--- src/sv/gla_pkg.sv ---
`default_nettype none
package gla_pkg;

  localparam int unsigned MaxCells = 32;
  localparam int unsigned IdxW     = $clog2(MaxCells);
  localparam int unsigned CntW     = $clog2(MaxCells + 1);
  localparam int unsigned VecW     = 32;
  localparam int unsigned RuleW    = 33;
  localparam int unsigned CfgW     = 33;
  localparam int unsigned CfgAddrW = 2;

  localparam logic [VecW-1:0] CellMask = VecW'((64'd1 << MaxCells) - 64'd1);

  // request function codes
  localparam logic [1:0] FuncLoadNbr   = 2'd0;
  localparam logic [1:0] FuncLoadState = 2'd1;
  localparam logic [1:0] FuncStep      = 2'd2;

  // configuration register indexes
  localparam logic [CfgAddrW-1:0] RegBirth    = 2'd0;
  localparam logic [CfgAddrW-1:0] RegSurvival = 2'd1;
  localparam logic [CfgAddrW-1:0] RegCount    = 2'd2;

  localparam logic [5:0] CountReset = 6'd32;

  typedef struct packed {
    logic [VecW-1:0]  nbr;
    logic [VecW-1:0]  alive;
    logic [VecW-1:0]  in_use;
    logic [RuleW-1:0] birth;
    logic [RuleW-1:0] survival;
    logic             self_alive;
  } cell_req_t;

endpackage
`default_nettype wire

--- src/sv/graph_life_automaton_step.sv ---
`default_nettype none
// Life-like automaton on a graph of up to 32 cells. Each request returns the
// state vector as it stands after the request. Loading a neighbor mask, loading
// the state vector or an unused function code returns its result in the cycle
// after acceptance. A generation passes through the run and finish states; one
// shared neighbor-count unit visits the cells in use one per cycle, fed from the
// single read port of the neighbor memory. The block takes no new request until
// the result of the previous one has entered the output register; a pending
// result blocks no request as long as it is taken in the same cycle.
// Configuration must only be written while the block is idle.
module graph_life_automaton_step (
  input  wire logic                         clk_i,
  input  wire logic                         rst_ni,
  input  wire logic                         cfg_we_i,
  input  wire logic [gla_pkg::CfgAddrW-1:0] cfg_addr_i,
  input  wire logic [gla_pkg::CfgW-1:0]     cfg_wdata_i,
  input  wire logic                         in_valid_i,
  output logic                              in_ready_o,
  input  wire logic [1:0]                   func_i,
  input  wire logic [4:0]                   cell_index_i,
  input  wire logic [31:0]                  value_i,
  output logic                              out_valid_o,
  input  wire logic                         out_ready_i,
  output logic      [31:0]                  cell_states_o
);
  import gla_pkg::*;

  localparam logic [1:0] StIdle = 2'd0;
  localparam logic [1:0] StRun  = 2'd1;
  localparam logic [1:0] StFin  = 2'd2;

  logic [RuleW-1:0] birth_q, survival_q;
  logic [5:0]       count_q;
  logic [1:0]       state_q, state_d;
  logic [VecW-1:0]  alive_q, alive_d;
  logic [VecW-1:0]  next_q, next_d;
  logic [CntW-1:0]  iss_q, iss_d;
  logic             pend_q, pend_d;
  logic [IdxW-1:0]  rd_idx_q, rd_idx_d;
  logic             out_vld_q, out_vld_d;
  logic [VecW-1:0]  out_data_q, out_data_d;

  logic [CntW-1:0]  cnt_eff;
  logic [VecW:0]    in_use_w;
  logic [VecW-1:0]  in_use;
  logic             in_acc;
  logic             mem_we, mem_re;
  logic [VecW-1:0]  mem_rdata;
  cell_req_t        cell_req;
  logic             cell_alive;

  assign cnt_eff  = (count_q > 6'(MaxCells)) ? CntW'(MaxCells) : CntW'(count_q);
  assign in_use_w = ((VecW+1)'(1) << cnt_eff) - (VecW+1)'(1);
  assign in_use   = in_use_w[VecW-1:0];

  assign in_ready_o = (state_q == StIdle) && (!out_vld_q || out_ready_i);
  assign in_acc     = in_valid_i && in_ready_o;

  assign mem_we = in_acc && (func_i == FuncLoadNbr) && (32'(cell_index_i) < MaxCells);
  assign mem_re = (state_q == StRun) && (iss_q < cnt_eff);

  gla_nbr_mem u_mem (
    .clk_i   (clk_i),
    .rst_ni  (rst_ni),
    .we_i    (mem_we),
    .waddr_i (cell_index_i[IdxW-1:0]),
    .wdata_i (value_i),
    .re_i    (mem_re),
    .raddr_i (iss_q[IdxW-1:0]),
    .rdata_o (mem_rdata)
  );

  always_comb begin
    cell_req.nbr        = mem_rdata;
    cell_req.alive      = alive_q;
    cell_req.in_use     = in_use;
    cell_req.birth      = birth_q;
    cell_req.survival   = survival_q;
    cell_req.self_alive = alive_q[rd_idx_q];
  end

  gla_cell_unit u_cell (
    .req_i   (cell_req),
    .alive_o (cell_alive)
  );

  always_ff @(posedge clk_i or negedge rst_ni) begin
    if (!rst_ni) begin
      birth_q    <= '0;
      survival_q <= '0;
      count_q    <= CountReset;
    end else if (cfg_we_i) begin
      case (cfg_addr_i)
        RegBirth:    birth_q    <= cfg_wdata_i;
        RegSurvival: survival_q <= cfg_wdata_i;
        RegCount:    count_q    <= cfg_wdata_i[5:0];
        default:     ;
      endcase
    end
  end

  always_comb begin
    state_d    = state_q;
    alive_d    = alive_q;
    next_d     = next_q;
    iss_d      = iss_q;
    pend_d     = 1'b0;
    rd_idx_d   = rd_idx_q;
    out_vld_d  = out_vld_q && !out_ready_i;
    out_data_d = out_data_q;

    case (state_q)
      StIdle: begin
        if (in_acc) begin
          case (func_i)
            FuncLoadState: begin
              alive_d    = value_i & CellMask;
              out_vld_d  = 1'b1;
              out_data_d = value_i & CellMask;
            end
            FuncStep: begin
              next_d  = alive_q;
              iss_d   = '0;
              state_d = StRun;
            end
            default: begin
              out_vld_d  = 1'b1;
              out_data_d = alive_q;
            end
          endcase
        end
      end
      StRun: begin
        // issue one read and retire the previous one each cycle
        if (pend_q) begin
          next_d[rd_idx_q] = cell_alive;
        end
        if (mem_re) begin
          pend_d   = 1'b1;
          rd_idx_d = iss_q[IdxW-1:0];
          iss_d    = iss_q + CntW'(1);
        end else begin
          state_d = StFin;
        end
      end
      StFin: begin
        // hold until the output register is free
        if (!out_vld_q || out_ready_i) begin
          alive_d    = next_q & CellMask;
          out_vld_d  = 1'b1;
          out_data_d = next_q & CellMask;
          state_d    = StIdle;
        end
      end
      default: state_d = StIdle;
    endcase
  end

  always_ff @(posedge clk_i or negedge rst_ni) begin
    if (!rst_ni) begin
      state_q   <= StIdle;
      alive_q   <= '0;
      iss_q     <= '0;
      pend_q    <= 1'b0;
      out_vld_q <= 1'b0;
    end else begin
      state_q   <= state_d;
      alive_q   <= alive_d;
      iss_q     <= iss_d;
      pend_q    <= pend_d;
      out_vld_q <= out_vld_d;
    end
  end

  always_ff @(posedge clk_i) begin
    next_q     <= next_d;
    rd_idx_q   <= rd_idx_d;
    out_data_q <= out_data_d;
  end

  assign out_valid_o   = out_vld_q;
  assign cell_states_o = out_data_q;

endmodule
`default_nettype wire

--- src/sv/gla_nbr_mem.sv ---
`default_nettype none
module gla_nbr_mem (
  input  wire logic                     clk_i,
  input  wire logic                     rst_ni,
  input  wire logic                     we_i,
  input  wire logic [gla_pkg::IdxW-1:0] waddr_i,
  input  wire logic [gla_pkg::VecW-1:0] wdata_i,
  input  wire logic                     re_i,
  input  wire logic [gla_pkg::IdxW-1:0] raddr_i,
  output logic      [gla_pkg::VecW-1:0] rdata_o
);
  import gla_pkg::*;

  logic [VecW-1:0]     mem_q [MaxCells];
  logic [MaxCells-1:0] vld_q;
  logic [VecW-1:0]     rd_data_q;
  logic                rd_vld_q;

  always_ff @(posedge clk_i) begin
    if (we_i) begin
      mem_q[waddr_i] <= wdata_i;
    end
    if (re_i) begin
      rd_data_q <= mem_q[raddr_i];
    end
  end

  // entries never written read as zero
  always_ff @(posedge clk_i or negedge rst_ni) begin
    if (!rst_ni) begin
      vld_q    <= '0;
      rd_vld_q <= 1'b0;
    end else begin
      if (we_i) begin
        vld_q[waddr_i] <= 1'b1;
      end
      if (re_i) begin
        rd_vld_q <= vld_q[raddr_i];
      end
    end
  end

  assign rdata_o = rd_vld_q ? rd_data_q : '0;

endmodule
`default_nettype wire

--- src/sv/gla_cell_unit.sv ---
`default_nettype none
module gla_cell_unit (
  input  wire gla_pkg::cell_req_t req_i,
  output logic                    alive_o
);
  import gla_pkg::*;

  function automatic logic [3:0] popcnt8(input logic [7:0] b);
    logic [3:0] c;
    c = '0;
    for (int k = 0; k < 8; k++) begin
      c = c + 4'(b[k]);
    end
    return c;
  endfunction

  logic [VecW-1:0] live_nbr;
  logic [4:0]      sum_lo;
  logic [4:0]      sum_hi;
  logic [5:0]      n_live;
  logic [RuleW-1:0] rule;

  assign live_nbr = req_i.nbr & req_i.alive & req_i.in_use;
  assign sum_lo   = 5'(popcnt8(live_nbr[7:0]))   + 5'(popcnt8(live_nbr[15:8]));
  assign sum_hi   = 5'(popcnt8(live_nbr[23:16])) + 5'(popcnt8(live_nbr[31:24]));
  assign n_live   = 6'(sum_lo) + 6'(sum_hi);
  assign rule     = req_i.self_alive ? req_i.survival : req_i.birth;
  assign alive_o  = rule[n_live];

endmodule
`default_nettype wire

--- config.mk ---
export PLATFORM = sky130hd
export DESIGN_NAME = graph_life_automaton_step
export DESIGN_NICKNAME = d
export VERILOG_FILES = /design/src/sv/gla_pkg.sv /design/src/sv/graph_life_automaton_step.sv /design/src/sv/gla_nbr_mem.sv /design/src/sv/gla_cell_unit.sv
export SDC_FILE = /design/constraint.sdc
export NUM_CORES = 1
export LEC_CHECK = 0
export ABC_CLOCK_PERIOD_IN_PS = 13500
export BUFFER_PORTS_ARGS = -buffer_cell sky130_fd_sc_hd__buf_4
export CORE_ASPECT_RATIO = 1.5
export CORE_MARGIN = 2
export CORE_UTILIZATION = 60
export DETAILED_ROUTE_END_ITERATION = 8
export PLACE_DENSITY_LB_ADDON = 0.08
export SLEW_MARGIN = 10
export SYNTH_ARGS = -nofsm -noshare
export SYNTH_HDL_FRONTEND = slang
export SYNTH_HIERARCHICAL = 1
export SYNTH_SLANG_ARGS = --single-unit
--- constraint.sdc ---
create_clock -name clk_i -period 13.5 [get_ports clk_i]
set_clock_uncertainty 0.15 [all_clocks]
set_input_delay 2.025 -clock clk_i [delete_from_list [all_inputs] [get_ports clk_i]]
set_output_delay 2.025 -clock clk_i [all_outputs]
set_load 0.1 [all_outputs]
==> impl_metrics.tcl, run 1 <==
set metrics [dict create \
    dp_wirelength_um 76800 \
    commonest_cells_after_routing_fill_and_taps_aside "sky130_fd_sc_hd__edfxtp_1, sky130_fd_sc_hd__mux4_2, sky130_fd_sc_hd__buf_4" \
    drt_first_iter_violations 2650 \
    syn-cell-area_um2 52100 \
    critPathLaunchType "flip-flop" \
    floorplan.initialDensity 0.605 \
    synth_cells 2672 \
    coreArea_um2 86200 \
    maximum_clock_rate_ghz 0.107 \
    asr_flop_ratio_synth 0.116 \
    drc 0 \
    power.leakage_nw 19.2 \
    slew_violations 0 \
    worstPathArrival_ns 9.71 \
    placed_area_um2 54300 \
    layout-area-overhead-vs-synth_pct 11.4 \
    post_cts_resized 0 \
    mostFrequentLayoutCell "sky130_fd_sc_hd__edfxtp_1" \
    clkLatencyLatePin_ns 0.72 \
    die_area_um2 89300 \
    floorplan.die.width_um 245 \
    clock_path_buffers 3 \
    post-cts-setup-buffers 0 \
    criticalPathCategory "reg -> reg" \
    cts_sinks 1272 \
    yosysSeqAreaShare 0.719 \
    pin_count_of_the_biggest_net_entering_global_routing 121 \
    maxCapViolations 0 \
    rows 132 \
    clock_tree_from_tritoncts "done" \
    grt_pass1_wl_um 193000 \
    fin_crit_ns 9.34 \
    numCtsBuffers 114 \
    crit_path_end_kind "flip-flop" \
    dr_wl_cell_um 33.3 \
    hold_buffers 0 \
    outcome "completed" \
    hold_viol 0 \
    cp.required_ns 13.87 \
    synth.ff_latch_count 1272 \
    report.final.setup_viol 0 \
    slew-limit-headroom 0.263 \
    seq_power_share 0.332 \
    post-route-cell-area_um2 58100 \
    switching_power_as_a_share_of_total_power 0.366 \
    power_frac_comb 0.450 \
    gr-total-overflow 0 \
    power.internal_w 0.00944 \
    nNetsFinal 2918 \
    syn_area_per_cell_um2 19.5 \
    p_switching_w 0.00545 \
    worst-path-max-fanout 22 \
    ant_nets 0 \
    grt_antenna_before_repair 2 \
    drt_pre_antenna_iters 5 \
    p_per_area_nw_per_um2 256 \
    post_layout_instance_count_excluding_filler_cells 4034 \
    unrepaired_setup_endpoints_after_global_routing "false" \
    top_level_ports 113 \
    drive_above_1_share 0.300 \
    vias_in_the_first_global_route 27600 \
    synthDistinctLibCells 71 \
    track_usage 0.309 \
    clk_pin_slew_worst_paths_ns 0.07 \
    number_of_flops_mapped_to_enable_cells_by_yosys 1125 \
    setup_tns_ns 0 \
    vias 27100 \
    yosysTopAreaCell "sky130_fd_sc_hd__edfxtp_1" \
    holdCritPathClass "reg -> reg" \
    htree_num_levels 3 \
    vdd.ir_drop.worst_v 0.00101 \
    dominant_cells_by_area_after_synthesis "sky130_fd_sc_hd__edfxtp_1, sky130_fd_sc_hd__mux4_2, sky130_fd_sc_hd__dfrtp_1, sky130_fd_sc_hd__mux2_2, sky130_fd_sc_hd__mux2i_1" \
    synthDominantCellAreaShare 0.648 \
    cts-root-buf "sky130_fd_sc_hd__clkbuf_16" \
    worstMarginPinSlew_ns 1.11 \
    dp_cells 3824 \
    die_h_um 365 \
    synth.net_count 2789 \
    finalWirelength_um 134000 \
    post-route-period-util 0.692 \
    viasPerCell 6.72 \
    buffer_ports.inserted 112 \
    place.gp.congestion 0.928 \
    clockPowerShare 0.219 \
    yosys_warnings 6 \
    ys.flop_type "sky130_fd_sc_hd__edfxtp_1" \
]
state kept, by name, summed over array words and instances (netlist names), 2 cells and up:
signal	flops
u_mem/mem_q	1024
birth_q	33
survival_q	33
alive_q	32
cell_states_o	32
next_q	32
u_mem/rd_data_q	32
u_mem/vld_q	32
count_q	6
iss_q	6
rd_idx_q	5
state_q	2
area by class of cell:
| cell class | instances | area, um2 |
|---|---|---|
| Inverter | 34 | 128 |
| Clock buffer | 137 | 3010 |
| Timing Repair Buffer | 167 | 1280 |
| Multi-Input combinational cell | 1212 | 14000 |
| Fill cell | 5616 | 28200 |
| Clock inverter | 71 | 706 |
| Tap cell | 1139 | 1430 |
| Sequential cell | 1272 | 37500 |
| Antenna cell | 2 | 5.00 |
stage by stage:
stage	power (W)	hold WS [ns]	util	worst slack (ns)
after global routing	0.0156	0.333	0.673	3.80
after floorplan	0.0106	0.289	-	6.19
after CTS	0.0150	0.318	0.673	4.25
after global placement	0.0117	0.300	0.630	4.37
after detailed placement	0.0117	0.304	0.630	4.29
final	0.0149	0.317	0.673	4.16
synth_stat cells, drive strengths merged (5+ instances only):
cell / number
edfxtp: 1125
nand3b: 10
clkbuf: 75
ha: 14
inv: 33
a21oi: 44
nand2b: 11
a31oi: 35
o31ai: 34
buf: 79
mux2i: 64
or2: 34
mux4: 341
fa: 24
nor2: 120
a22oi: 8
nand2: 136
nand4: 6
nand3: 30
xnor2: 5
o21ai: 55
nor3: 12
nor2b: 12
dfrtp: 146
and3: 26
mux2: 104
and2: 35
xor2: 5
per-layer routing:
metal	vias up	part of all wire	track usage
met5	-	0	0
met4	0	0.049	0.141
met3	277	0.071	0.0407
met2	1236	0.52	0.531
met1	14600	0.36	0.396
li1	11000	-	-
worst max-delay path, cell delays in order (launching register included):
cell and delay (ns):
sky130_fd_sc_hd__dfstp_2 0.74, sky130_fd_sc_hd__nor2_4 0.12, sky130_fd_sc_hd__inv_1 0.17, sky130_fd_sc_hd__nor2_2 0.09, sky130_fd_sc_hd__nand4_1 0.14, sky130_fd_sc_hd__ha_1 0.73
sky130_fd_sc_hd__nor2b_1 0.35, sky130_fd_sc_hd__nor2_1 0.07, sky130_fd_sc_hd__o31ai_1 0.21, sky130_fd_sc_hd__nand3_1 0.13, sky130_fd_sc_hd__fa_1 0.57, sky130_fd_sc_hd__inv_1 0.08
sky130_fd_sc_hd__fa_1 0.51, sky130_fd_sc_hd__fa_1 0.53, sky130_fd_sc_hd__fa_1 0.52, sky130_fd_sc_hd__fa_1 0.49, sky130_fd_sc_hd__ha_1 0.24, sky130_fd_sc_hd__fa_1 0.93
sky130_fd_sc_hd__inv_1 0.21, sky130_fd_sc_hd__a31o_2 0.27, sky130_fd_sc_hd__o221a_2 0.27, sky130_fd_sc_hd__o32ai_2 0.74, sky130_fd_sc_hd__nand2_1 0.50, sky130_fd_sc_hd__o31ai_1 0.37
power groups by stage:
stage | clock network (W) | registers, W | logic, W
2_1_floorplan | 0 | 0.00500 | 0.00564
3_3_place_gp | 0 | 0.00501 | 0.00672
3_5_place_dp | 0 | 0.00501 | 0.00673
4_1_cts | 0.00330 | 0.00493 | 0.00676
5_1_grt | 0.00344 | 0.00495 | 0.00716
6_report | 0.00325 | 0.00494 | 0.00670
cells by family (layout without fill, tap and decap cells):
group,Yosys count,after routing,share of synthesized area
mux,509,509,0.182
other cells,0,2,0
flops,1272,1272,0.719
compound gates,202,202,0.0246
fa+ha+maj,38,38,0.0126
xor+xnor,10,10,0.00182
buf+inv,188,409,0.0172
simple gates,453,453,0.0427
worst paths after layout:
| check | startpoint | end | slack, ns | depth (start not counted) |
|---|---|---|---|---|
| setup reg to reg | count_q[5]$_DFFE_PN1P_ | next_q[29]$_DFFE_PP_ | 4.16 | 23 |
| setup / recovery | count_q[5]$_DFFE_PN1P_ | next_q[29]$_DFFE_PP_ | 4.16 | 23 |
| max in group asynchronous | rst_ni | iss_q[1]$_DFFE_PN0P_ | 10.61 | 2 |
| min in group asynchronous | rst_ni | birth_q[11]$_DFFE_PN0P_ | 1.26 | 1 |
| hold reg to reg | u_mem/vld_q[16]$_DFFE_PN0P_ | u_mem/vld_q[16]$_DFFE_PN0P_ | 0.32 | 1 |
| hold / removal | u_mem/vld_q[16]$_DFFE_PN0P_ | u_mem/vld_q[16]$_DFFE_PN0P_ | 0.32 | 1 |
Power figures use the tool's default switching activity.
==> run 2, diff against run 1 <==
- ABC_CLOCK_PERIOD_IN_PS: 13500 -> 9200
- clock period: 13.5 -> 9.2 ns (I/O delays scaled with it)
==> run 2 against run 1 <==
  * Flip-flop and latch count did not move
  * Critical path depth rose by 3
  * First-iteration DRC count rose by 22%
  * Worst setup slack got worse by 3.4 ns
  * Utilization rose by 0.31 points
  * Hold slack barely moved
  * Maximum frequency rose by 10%
  * Clock-buffer cell count rose by 5
  * Critical path type unchanged
  * Largest cell class unchanged
==> impl_metrics.tcl, run 2 (synthesized netlist as in run 1, its figures left out) <==
set metrics [dict create \
    drt_pre_antenna_iters 7 \
    nFillCells 5619 \
    placed_area_um2 54400 \
    hold_viol 0 \
    rows 132 \
    finalWirelength_um 135000 \
    ant_nets 0 \
    p_per_area_nw_per_um2 373 \
    grt_pass1_wl_um 194000 \
    numCtsBuffers 114 \
    area.sequential_um2 37500 \
    layout-area-overhead-vs-synth_pct 11.9 \
    clockPowerShare 0.227 \
    vias_in_the_first_global_route 27400 \
    p_switching_w 0.00792 \
    pin_count_of_the_biggest_net_entering_global_routing 118 \
    slew-limit-headroom 0.291 \
    critPathLaunchType "flip-flop" \
    place.gp.congestion 0.918 \
    buffer_ports.inserted 112 \
    post-cts-setup-buffers 0 \
    maximum_clock_rate_ghz 0.118 \
    drt_first_iter_violations 3242 \
    outcome "completed" \
    unrepaired_setup_endpoints_after_global_routing "false" \
    cts_sinks 1272 \
    setup_tns_ns 0 \
    top_level_ports 113 \
    criticalPathCategory "reg -> reg" \
    dr_wl_cell_um 33.3 \
    die_area_um2 89300 \
    vdd.ir_drop.worst_v 0.00107 \
    dp_wirelength_um 78200 \
    htree_num_levels 3 \
    coreArea_um2 86200 \
    fin_crit_ns 8.46 \
    report.final.setup_viol 0 \
    floorplan.initialDensity 0.605 \
    holdCritPathClass "reg -> reg" \
    power.leakage_nw 19.4 \
    area_of_the_multi_input_gates_um2 14000 \
    clock_path_buffers 3 \
    worstMarginPinSlew_ns 1.06 \
    power.internal_w 0.0139 \
    post-route-period-util 0.919 \
    post_cts_resized 0 \
    vias 26900 \
    hold_buffers 0 \
    clkLatencyLatePin_ns 0.72 \
    commonest_cells_after_routing_fill_and_taps_aside "sky130_fd_sc_hd__edfxtp_1, sky130_fd_sc_hd__mux4_2, sky130_fd_sc_hd__buf_4" \
    worstPathArrival_ns 8.73 \
    clock_tree_from_tritoncts "done" \
    slew_violations 0 \
    grt_antenna_before_repair 4 \
    cp.required_ns 9.47 \
    crit_path_end_kind "flip-flop" \
    post-route-cell-area_um2 58300 \
    largest_registers "u_mem/mem_q (1024), birth_q (33), survival_q (33)" \
    drc 0 \
    gr-total-overflow 0 \
    worst-path-max-fanout 17 \
    maxCapViolations 0 \
    seq_power_share 0.333 \
    mostFrequentLayoutCell "sky130_fd_sc_hd__edfxtp_1" \
    switching_power_as_a_share_of_total_power 0.364 \
    largest_register_ffs 1024 \
    track_usage 0.310 \
    viasPerCell 6.64 \
    p_total_w 0.0218 \
    floorplan.die.width_um 245 \
    nNetsFinal 2932 \
    clk_pin_slew_worst_paths_ns 0.06 \
    die_h_um 365 \
    cts-root-buf "sky130_fd_sc_hd__clkbuf_16" \
    largest_register_by_flop_count "u_mem/mem_q" \
    drive_above_1_share 0.306 \
    power_frac_comb 0.440 \
]
[run 2: cell types whose count changed in the layout (fill, tap and decap cells not counted), moves of 2 or more]
cell / delta
sky130_fd_sc_hd__clkinv_2: -2
sky130_fd_sc_hd__clkinv_1: -9
sky130_fd_sc_hd__bufinv_16: +4
sky130_fd_sc_hd__clkinv_8: +2
sky130_fd_sc_hd__inv_4: -2
sky130_fd_sc_hd__buf_4: +15
sky130_fd_sc_hd__clkinv_4: +2
sky130_fd_sc_hd__clkbuf_1: +6
sky130_fd_sc_hd__clkinvlp_4: +5
[run 2: stage by stage]
step           hold slack (ns)  utilization  instances  setup slack [ns]
2_1_floorplan            0.289            -       2672              1.89
3_3_place_gp             0.301        0.631       3838             0.865
3_5_place_dp             0.304        0.631       3838             0.786
4_1_cts                  0.320        0.677       4052             0.793
5_1_grt                  0.331        0.677       4052             0.360
6_report                 0.317        0.677       4053             0.741
[run 2: final cells by class]
class	instances	area share
Antenna cell	1	0.0000429
Clock buffer	142	0.0518
Clock inverter	72	0.0150
Inverter	34	0.00219
Multi-Input combinational cell	1212	0.240
Sequential cell	1272	0.643
Tap cell	1139	0.0244
Timing Repair Buffer	181	0.0236
[run 2: power by group through the flow]
stage / clock, W / sequential, W / combinational [W]
6_report: 0.00494 / 0.00724 / 0.00959
5_1_grt: 0.00523 / 0.00727 / 0.00994
4_1_cts: 0.00501 / 0.00724 / 0.00953
3_5_place_dp: 0 / 0.00736 / 0.00950
3_3_place_gp: 0 / 0.00736 / 0.00958
2_1_floorplan: 0 / 0.00733 / 0.00828
[run 2: per-layer routing]
metal  vias to the layer above  track usage  share of wire
met2                      1225        0.540           0.53
li1                      11100            -              -
met4                         2        0.138          0.049
met1                     14300        0.394           0.36
met5                         -            0       0.000096
met3                       281       0.0406          0.068
[run 2: worst max-delay path: stages (launching register included)]
cell,delay [ns]
sky130_fd_sc_hd__dfstp_2,0.71
sky130_fd_sc_hd__nor2_4,0.12
sky130_fd_sc_hd__inv_1,0.19
sky130_fd_sc_hd__nor2_2,0.10
sky130_fd_sc_hd__nand4_1,0.10
sky130_fd_sc_hd__ha_1,0.41
sky130_fd_sc_hd__nor2b_1,0.31
sky130_fd_sc_hd__nor2_1,0.08
sky130_fd_sc_hd__o31ai_1,0.22
sky130_fd_sc_hd__nand3_1,0.13
sky130_fd_sc_hd__fa_1,0.56
sky130_fd_sc_hd__inv_1,0.07
sky130_fd_sc_hd__fa_1,0.50
sky130_fd_sc_hd__fa_1,0.53
sky130_fd_sc_hd__fa_1,0.53
sky130_fd_sc_hd__fa_1,0.49
sky130_fd_sc_hd__ha_1,0.23
sky130_fd_sc_hd__fa_1,0.94
sky130_fd_sc_hd__mux4_2,0.41
sky130_fd_sc_hd__mux4_2,0.49
sky130_fd_sc_hd__clkinv_1,0.07
sky130_fd_sc_hd__a221o_2,0.14
sky130_fd_sc_hd__o32ai_2,0.06
sky130_fd_sc_hd__buf_4,0.20
sky130_fd_sc_hd__nand2_1,0.13
sky130_fd_sc_hd__buf_4,0.21
sky130_fd_sc_hd__o31ai_1,0.08
[run 2: final timing paths]
check | start | end | slack (ns) | cells past startpoint
hold reg to reg | u_mem/vld_q[28]$_DFFE_PN0P_ | u_mem/vld_q[28]$_DFFE_PN0P_ | 0.32 | 1
hold / removal | u_mem/vld_q[28]$_DFFE_PN0P_ | u_mem/vld_q[28]$_DFFE_PN0P_ | 0.32 | 1
setup reg to reg | count_q[5]$_DFFE_PN1P_ | next_q[5]$_DFFE_PP_ | 0.74 | 26
setup / recovery | count_q[5]$_DFFE_PN1P_ | next_q[5]$_DFFE_PP_ | 0.74 | 26
max in group asynchronous | rst_ni | iss_q[0]$_DFFE_PN0P_ | 6.88 | 2
min in group asynchronous | rst_ni | survival_q[27]$_DFFE_PN0P_ | 0.64 | 1
